<file path="config.mk">
export PLATFORM = sky130hd
export DESIGN_NAME = skvs_ram
export DESIGN_NICKNAME = d
export VERILOG_FILES = /design/src/rtl/skvs_ram.sv
export SDC_FILE = /design/constraint.sdc
export NUM_CORES = 1
export LEC_CHECK = 0
export ABC_AREA = 1
export BUFFER_PORTS_ARGS = -buffer_cell sky130_fd_sc_hd__buf_4
export CELL_PAD_IN_SITES_DETAIL_PLACEMENT = 2
export CELL_PAD_IN_SITES_GLOBAL_PLACEMENT = 2
export CORE_MARGIN = 2
export CORE_UTILIZATION = 35
export CTS_CLUSTER_DIAMETER = 50
export DETAILED_ROUTE_END_ITERATION = 10
export GPL_TIMING_DRIVEN = 0
export PLACE_DENSITY = 0.67
export SLEW_MARGIN = 20
export SYNTH_ARGS = -nofsm -noshare
export SYNTH_HDL_FRONTEND = slang
export SYNTH_SLANG_ARGS = --single-unit
</file>
<file path="constraint.sdc">
create_clock -name clk -period 0.98 [get_ports clk]
set_input_delay 0.049 -clock clk [delete_from_list [all_inputs] [get_ports clk]]
set_output_delay 0.049 -clock clk [all_outputs]
set_load 0.02 [all_outputs]
</file>
<file path="src/rtl/skvs_ram.sv">
`timescale 1ns / 1ps
`default_nettype none

module skvs_ram #(
    parameter int WIDTH = 8,
    parameter int DEPTH = 32
) (
    input  wire logic                                        clk,
    input  wire logic                                        wr_en,
    input  wire logic [((DEPTH > 1) ? $clog2(DEPTH) : 1)-1:0] wr_addr,
    input  wire logic [WIDTH-1:0]                            wr_data,
    input  wire logic                                        rd_en,
    input  wire logic [((DEPTH > 1) ? $clog2(DEPTH) : 1)-1:0] rd_addr,
    output logic      [WIDTH-1:0]                            rd_data
);

    logic [WIDTH-1:0] mem [DEPTH];

    always_ff @(posedge clk)
    begin
        if (wr_en)
        begin
            mem[wr_addr] <= wr_data;
        end
        if (rd_en)
        begin
            rd_data <= mem[rd_addr];
        end
    end

endmodule

`default_nettype wire

</file>
=== After elaboration in Yosys (flattened, before gate mapping) ===
Memory sizes are Yosys's and may differ from the RTL's. A register that Yosys moved wholly into a read port is not among the register bits.
Cells that the tools add are included.
W data, S select, Z words.

* $add $sub $neg: 0
* Multipliers: 0
* Divide/modulo/power cells: 0
* $lt $le $gt $ge: 0
* Equality and inequality tests: 0
* Shifts and indexed selects: 0
* Mux-type cells: 2
* Bitwise gates (word level): 0
* Reduce and logical (&&, ||, !) cells: 0

{| class="wikitable"
|+ Operators by type and width
! operator !! count
|-
| $mux W1 || 2
|}

* Register bits after elaboration: 0
* Bits in latches: 0
* Bits in writable memories: 256
* Bits in read-only memories: 0
* Bits of input ports: 21
* Output and inout bits: 8
* Word-level logic and storage cells: 3
* Memories: 1

{| class="wikitable"
|+ Memories
! name !! depth !! width !! rd ports !! clocked after Yosys merged registers in !! write ports !! line !! source
|-
| mem || 32 || 8 || 1 || 1 || 1 || 17 || <nowiki>logic [WIDTH-1:0] mem [DEPTH];</nowiki>
|}

=== Longest topological paths before layout ===
Gate-level depths: netlist of the first run.

* Depth after elaboration: 2
* Mapped depth: 11
* Mapped depth without buffers: 9

=== Worst setup path after synthesis of the first run ===
Ideal clock, no wire load.

* Path kind: input to register
* Start point: in wr_addr[0] (netlist name)
* End point: mem mem[0][0], enable pin
* Library setup time: 370 ps
* Data arrival time: 713 ps
* Required time: 610 ps
* Setup slack: -103 ps
* Stages: 3
* Path through: inv_1 nand3_1 nor2_1

{| class="wikitable"
|+ RTL lines
! item !! line !! source
|-
| start, declared || 10 || <nowiki>input wire logic [((DEPTH > 1) ? $clog2(DEPTH) : 1)-1:0] wr_addr,</nowiki>
|-
| end, declared || 17 ||
|}

Straight into the memory's write port.

==> impl_summary.md, run 1 <==
Setup path
The most frequent cell on the critical path is sky130_fd_sc_hd__nand2_1. The cell type of the slowest stage on the worst timing path is sky130_fd_sc_hd__edfxtp_1. Traced cell by cell, the critical path runs through nand2_1 -> nand3_1 -> nand3_1 -> nand2_1 -> nand2_1 -> nand2_1 -> nand2_1 -> nand2_1. The capturing point of the worst reg2reg path is rd_data[2].

The kind of critical path is reg -> reg. The highest cell delay on the worst timing path is 0.41 ns. The worst reg-to-reg path cell count is 8. At the worst endpoint, the arrival time is 1.62 ns. STA classifies the critical path startpoint as a flip-flop. STA puts the critical path data required time at 1.24 ns. The startpoint identified for the worst register-to-register timing path is mem[8][2]. The endpoint kind of the worst setup timing path is a flip-flop. The setup check on the worst reg-to-reg path leaves a slack of -0.38 ns. In this run the worst path has a maximum fanout of 1.

Logic synthesis
The cell area that synthesis handed to floorplanning was 0.01087 sq mm. The average instance area after synthesis is 11.79 sq um. The post-synthesis cell type count is 11.

When the netlist entered floorplanning its net count stood at 943. In the synthesized netlist, the number of instances is 922. The library cell occupying the most area in the post-synthesis netlist is sky130_fd_sc_hd__edfxtp_1. Synthesis inferred 264 register bits. After synthesis, the cell types taking the most area are sky130_fd_sc_hd__edfxtp_1 (73%), sky130_fd_sc_hd__nand2_1 (12%), sky130_fd_sc_hd__nand3_1 (9.4%). The top-area cell type share of the netlist area is 0.7295. The total number of yosys warnings is 0. For this run, the register share of the synthesized area comes to 0.7295.

Floorplanning
The die covers 0.03247 sq mm. 29 I/O pins were placed. From left edge to right edge, the die measures 180.2 um. The floorplan step set the die height to 180.2 um. The core region area is a little over 0.03 sq mm. The number of rows created at floorplan is 64. The starting density of the core is 0.3552.

Status
The run finished, with violations left. The checks that failed: negative setup slack.

Clocking
CTS built an H-tree with a depth of 2. The CTS tree is yes. Clock latency on the worst-skew pair, taken at its later pin, is roughly 0.52 ns. The clock edge transition at the registers on the reported setup and hold paths is 0.06 ns.

The maximum clock path buffer count is 3. The number of buffers added by the clock tree synthesis step is 34. The tree is rooted in a sky130_fd_sc_hd__clkbuf_16. The CTS sink count is between 200 and 300.

Detailed routing
The final wirelength is 36.35 mm. The first detailed-routing pass ran for 5 iterations. For this block, the initial DRC count from the detailed router was around 580. Detailed routing inserted a total of 7,444 vias. After detailed routing, the average wire length per cell comes to approximately 26 um.

The number of routed nets with antenna violations is 0. For this run, design rule violations remaining after detail routing come to 0. The average vias per placed instance is 5.253.

STA
In this run the tightest slew margin relative to its limit is 0.3528. Setup repair after global routing could not meet its margin everywhere. The number of slew-limit violations in the final report is 0. The number of hold-slack violations in the final timing report is 0. The transition at the pin with the smallest max-transition slack is 0.9708 ns. The total negative slack for setup checks is -3.686 ns. The maximum clock skew at final layout is ~0.02 ns. Setup violations remaining at the end of the flow were counted as 32.

The final worst slack is -0.3825 ns. The share of the clock period used by the worst path is 1.390. The highest clock frequency the design can meet is approximately 730 MHz. The post-route minimum period is around 1.4 ns.

Placement
The total half-perimeter wirelength after legalization and detailed placement is 23.19 mm. At the end of routability-driven placement, the weighted congestion stood at around 0.77. The count of buffers inserted at the top-level ports is 25.

Power
The power density normalized to cell area is 1974 mW/mm^2. Overall power consumption after layout is estimated at around 27 mW. VDD sags by at most 1398 uV.

The leakage power is roughly 5.0 nW.

Global routing
The all-layer global routing usage is 0.2158. In the global route stage, met1 resource usage came out at 0.2971. The global routing met3 resource utilization is 0.02769. The wire length of the first global-routing pass is 51.66 mm.

The largest net degree at the start of global routing is 33. The highest-utilization routing layer at the global route stage is met2. For this run, global-route usage on met2 was measured as 0.3641. The number of antenna violations at the first check in global routing is 1. The number of global-route vias before repair is 7,927. The final global-route overflow total is 0.

Min path
The start point of the worst min-delay path is wr_data[5]. The class of the tightest hold or removal check is in -> reg. The terminating pin of the worst hold path is mem[5][5]. The worst hold path depth is 1.

Flow run
The number of max-capacitance violations reported is 0.

Layout
Counting the fill cells in the layout gives 3,051. The number of antenna cells inserted is 0. The number of nets in the finished design is between 1,000 and 1,500. From synthesis to final layout, the design area changed by 26.69%. The proportion of layout cells with a drive suffix above 1 is 0.2840.
## worst max-delay path, delay by kind of cell, from the launching register on
family / cells / cell delay (ns)
DFF: 1 / 0.41
and+or+nand+nor: 8 / 0.69
## synthesized netlist by cell type
| cell type | n |
|---|---|
| sky130_fd_sc_hd__buf_1 | 2 |
| sky130_fd_sc_hd__buf_4 | 4 |
| sky130_fd_sc_hd__clkbuf_1 | 7 |
| sky130_fd_sc_hd__nand3_1 | 204 |
| sky130_fd_sc_hd__edfxtp_1 | 264 |
| sky130_fd_sc_hd__inv_2 | 2 |
| sky130_fd_sc_hd__nor2_1 | 32 |
| sky130_fd_sc_hd__nand2_1 | 360 |
| sky130_fd_sc_hd__buf_2 | 15 |
| sky130_fd_sc_hd__buf_6 | 24 |
| sky130_fd_sc_hd__inv_1 | 8 |
## worst max path at each step
stage | startpoint | endpoint | slack [ns] | cells past startpoint
2_1_floorplan | wr_addr[0] | mem[0][0] | -0.10 | 3
3_3_place_gp | wr_addr[0] | mem[10][0] | -0.88 | 4
3_5_place_dp | wr_addr[0] | mem[10][3] | -0.99 | 4
4_1_cts | mem[29][3] | rd_data[3] | -0.32 | 8
5_1_grt | mem[8][2] | rd_data[2] | -0.44 | 8
6_report | mem[8][2] | rd_data[2] | -0.38 | 8
## layout by cell type, fill, tap and decap left out, drive strengths merged
| cell | count |
|---|---|
| clkbuf | 45 |
| nand3 | 204 |
| nor2 | 32 |
| dlygate4sd3 | 1 |
| inv | 13 |
| edfxtp | 264 |
| nand2 | 360 |
| bufinv | 4 |
| clkinvlp | 1 |
| clkinv | 12 |
| buf | 85 |
## kinds of logic after synthesis
group	Yosys count	share of synthesized area
flops	264	0.7295
buf+inv	62	0.04111
simple gates	596	0.2294
## registers in the layout (all words and copies together) (netlist names)
register  flops
mem         256
rd_data       8
## timing repair
| action | 4_1_cts | 5_1_grt |
|---|---|---|
| endpoints found under the setup margin | 264 | 191 |
| hold buffers | 1 | 0 |
| resized for setup | 140 | 62 |
| pin swaps | 49 | 35 |
| endpoints found under the hold margin | 8 | 0 |
| buffers inserted | 5 | 10 |
## layout make-up
class	instances	area [sq um]	share of cell area
buffer	52	431.7	0.03135
clock buffer	38	865.8	0.06289
clock inverter	20	222.7	0.01618
inverter	10	37.54	0.002727
multi-input combinational	596	3308	0.2403
sequential	264	7928	0.5758
tap	396	495.5	0.03599
timing repair buffer	41	478.0	0.03472
## layer usage
layer	routed length, um	share of wire
met5	12	0.00033
met1	16280	0.45
met4	670	0.018
met3	1439	0.040
met2	17940	0.49
## report_power, final
| part | switching [mW] | internal (mW) | leakage (nW) |
|---|---|---|---|
| logic | 1.56 | 0.638 | 2.06 |
| registers | 0.0465 | 12.6 | 2.39 |
| clock network | 4.89 | 7.44 | 0.532 |
| total | 6.49 | 20.7 | 4.98 |
## stage by stage
| step | setup WS (ns) | hold WS [ns] | cell area, sq um | instances | util |
|---|---|---|---|---|---|
| 4_1_cts | -0.3197 | 0.001012 | 13320 | 1407 | 0.4356 |
| 3_5_place_dp | -0.9927 | 0.3930 | 11580 | 1343 | 0.3785 |
| 6_report | -0.3825 | 0.0008751 | 13770 | 1417 | 0.4501 |
| 2_1_floorplan | -0.1030 | 0.1479 | 10890 | 922 | - |
| 5_1_grt | -0.4445 | 0.009090 | 13770 | 1417 | 0.4501 |
| 3_3_place_gp | -0.8771 | 0.3838 | 11580 | 1343 | 0.3785 |
Note: power is estimated with default switching activity, not from simulation.
==> inputs of run 2 (changes only) <==
--- a/config.mk
+++ b/config.mk
@@ -9,6 +9,7 @@
 export BUFFER_PORTS_ARGS = -buffer_cell sky130_fd_sc_hd__buf_4
 export CELL_PAD_IN_SITES_DETAIL_PLACEMENT = 2
 export CELL_PAD_IN_SITES_GLOBAL_PLACEMENT = 2
+export CORE_ASPECT_RATIO = 0.5
 export CORE_MARGIN = 2
 export CORE_UTILIZATION = 35
 export CTS_CLUSTER_DIAMETER = 50
==> run 2 against run 1 <==
  * The flow still finishes with violations (negative setup slack)
  * Wire length rose by 1.1%
  * Clock-buffer cell count shrank 9
  * Critical path depth did not move
  * Non-clock buffer count is 5 lower
  * Design area is 3.4% lower
  * Critical path type unchanged
  * Highest routed layer is now met4
  * Flip-flop and latch count stayed put
  * Final cell count increased by 0.21%
  * Sequential share of layout area grew 2.0 points
  * Combinational power barely moved
==> impl_summary.md, run 2 (synthesis results as in run 1) <==
Layout
The cell area after layout is approximately 0.013 sq mm. The most common library cell in the layout ignoring fill and taps is sky130_fd_sc_hd__nand2_1. The register with the most flip-flops in the layout has 256 of them. In the final layout, the share of cells above drive strength 1 is 0.2718. The register name with the most flops is mem. In the final design database the tool counted between 1,000 and 1,500 nets.

Compared with the post-synthesis result, the final layout area differs by 22.40%. In the layout the commonest cells are sky130_fd_sc_hd__nand2_1 (314), sky130_fd_sc_hd__edfxtp_1 (264), sky130_fd_sc_hd__nand3_1 (122). The largest registers in the layout are mem (256), rd_data (8). The number of filler instances in the final layout is 3,024. The number of antenna cells inserted is 0.

Setup path
Across all register-to-register paths, the minimum setup slack is -0.31 ns. Following the worst setup path forward leads to its endpoint at rd_data[2]. Broken down by cell family, the worst path's largest delay share belongs to simple AND/OR/NAND/NOR gates.

In this design, the stage delay of the slowest critical-path cell is around 0.4 ns. The worst register-to-register path begins at mem[10][2]. The setup path with the least slack is of type reg -> reg. The most critical setup path has its startpoint at mem[10][2]. The critical path depth is 8.

The cell type of the slowest stage on the worst timing path is sky130_fd_sc_hd__edfxtp_1. The data arrival time at the worst-slack endpoint is 1.56 ns. Walking the worst path, the cells encountered are nand2_1 -> nand3_2 -> nand3_2 -> nand2_1 -> nand2_1 -> nand2_2 -> nand2_1 -> nand2_1. The required time of the worst setup path is about 1.3 ns. The startpoint type of the worst setup path is a flip-flop. The capturing point of the worst reg2reg path is rd_data[2]. The most frequent cell on the critical path is sky130_fd_sc_hd__nand2_1. The buffer and inverter count on the worst path is 0. Of all nets on the critical path, the largest fanout is 1. The number of cells on the worst reg-to-reg path is 8. The worst setup path is captured at a flip-flop.

Clocking
TritonCTS built the clock tree. The clock latency at the later pin of the worst-skew pair is 0.54 ns. In this run the clock root is driven by a sky130_fd_sc_hd__clkbuf_16. CTS built an H-tree with a depth of 1.

No sink is reached through more buffers than the 3 on the longest clock path. The clock net in this run drives a total of 264 sinks. After clock tree synthesis, the clock-pin slew on the worst setup and hold paths is 0.06 ns. The number of buffers added by the clock tree synthesis step is 25.

Status
The checks that failed: negative setup slack. The flow ran to the end, but the final reports show violations.

Floorplanning
The die is 253.2 um wide. The height of the die is ~130 um. Pin placement for this block handled 29 I/O pins. The region available for standard cell placement spans 0.03046 sq mm. After floorplanning, the core was divided into 45 placement rows. The die covers 0.03256 sq mm.

The starting density of the core is 0.3567.

STA
Setup repair after global routing could not meet its margin everywhere. The number of slew-limit violations in the final report is 0. The maximum clock skew at final layout is 0.01701 ns. The transition at the pin with the smallest max-transition slack is 0.7737 ns. The share of the clock period used by the worst path is 1.318. The max-slew headroom at the worst pin is 0.4842. Hold is met by approximately 0.0038 ns. Setup violations remaining at the end of the flow were counted as 105.

The number of hold-slack violations in the final timing report came to 0. For this run, the top clock speed supported by timing is 774.3 MHz. After layout, the minimum clock period comes to approximately 1.3 ns. The final worst slack is -0.3115 ns.

Global routing
In this run the most used layer during global routing was met2. The number of global-route vias before repair is 8,066. In the global route stage, overall resource usage came out at 0.2291.

The final global-route overflow total is 0. In the global route stage, met2 resource usage came out at 0.3906. The global-route track usage on met1 is 0.3242. The first global-routing pass estimated ~53 mm of wire. The global routing met3 resource utilization is 0.02792. The number of antenna violations at the first check in global routing is 0. The largest net degree at the start of global routing is 33.

Detailed routing
The average vias per placed instance is between 5 and 6. The detail route stage leaves a number of antenna-violating nets equal to 0. The final wirelength is 36.74 mm. The count of TritonRoute iterations in the first routing pass is 5.

Summing over every cut layer, the via total after detailed routing is 7,409. The remaining routing DRC violations is 0. The iteration-0 DRC count of the detailed router is 484. After detailed routing, the average wire length per cell comes to ~26 um.

Placement
The count of buffers inserted at the top-level ports is 25. The instance area at placement is about 0.012 sq mm. Once detailed placement completed, the half-perimeter wirelength came to between 20 and 25 mm. Routability-driven placement finished with a final weighted congestion of 0.8394.

Min path
The worst hold path depth is 1. The class of the tightest hold or removal check is in -> reg.

Power
The power density normalized to cell area is 1795 mW/mm^2. The completed layout was analyzed and its total power is 23.88 mW. The leakage power is 4.762 nW.

The worst IR drop on VDD is 1122 uV.

Flow run
The number of max-capacitance violations reported is 0.
## run 2: stage by stage
stage,setup TNS [ns],utilization,cells,setup slack (ns)
floorplan,-22.98,-,922,-0.1030
global placement,-209.85,0.3812,1370,-0.9294
detailed placement,-215.89,0.3812,1370,-1.007
CTS,-44.92,0.4194,1416,-0.3074
global route,-8.280,0.4366,1420,-0.4026
finish,-6.360,0.4366,1420,-0.3115
## run 2: what timing repair did
item                                    4_1_cts  5_1_grt
buffers inserted                              1        4
endpoints found under the setup margin      265      247
hold buffers                                  6        0
pin swaps                                    50       73
gates resized for setup                      93      110
endpoints found under the hold margin        90        0
## run 2: worst min path at each step
stage                           from          to  slack [ns]
after floorplan           wr_data[0]   mem[0][0]        0.15
after global placement         rd_en  rd_data[5]        0.35
after detailed placement       rd_en  rd_data[4]        0.36
after CTS                 wr_data[2]   mem[6][2]       0.002
after global routing      wr_data[4]  mem[26][4]      0.0003
final                     wr_data[4]  mem[26][4]       0.004
## run 2: per-layer routing
metal,up-vias,share of wire
met1,3906,0.47
li1,3331,-
met4,0,0.015
met5,-,0
met3,37,0.037
met2,135,0.48
## run 2: layout make-up
cell class	instances	area (sq um)	share of cell area
clock inverter	10	71.32	0.005362
sequential	264	7928	0.5960
buffer	52	432.9	0.03255
timing repair buffer	36	377.9	0.02841
inverter	10	37.54	0.002822
tap	423	529.3	0.03979
multi-input combinational	596	3283	0.2468
clock buffer	29	640.6	0.04817
## run 2: report_power, final
| group | internal, mW | total (mW) | switching, mW | leakage (nW) |
|---|---|---|---|---|
| registers | 12.6 | 12.6 | 0.0528 | 2.39 |
| clock network | 4.89 | 9.04 | 4.15 | 0.349 |
| logic | 0.635 | 2.19 | 1.56 | 2.03 |
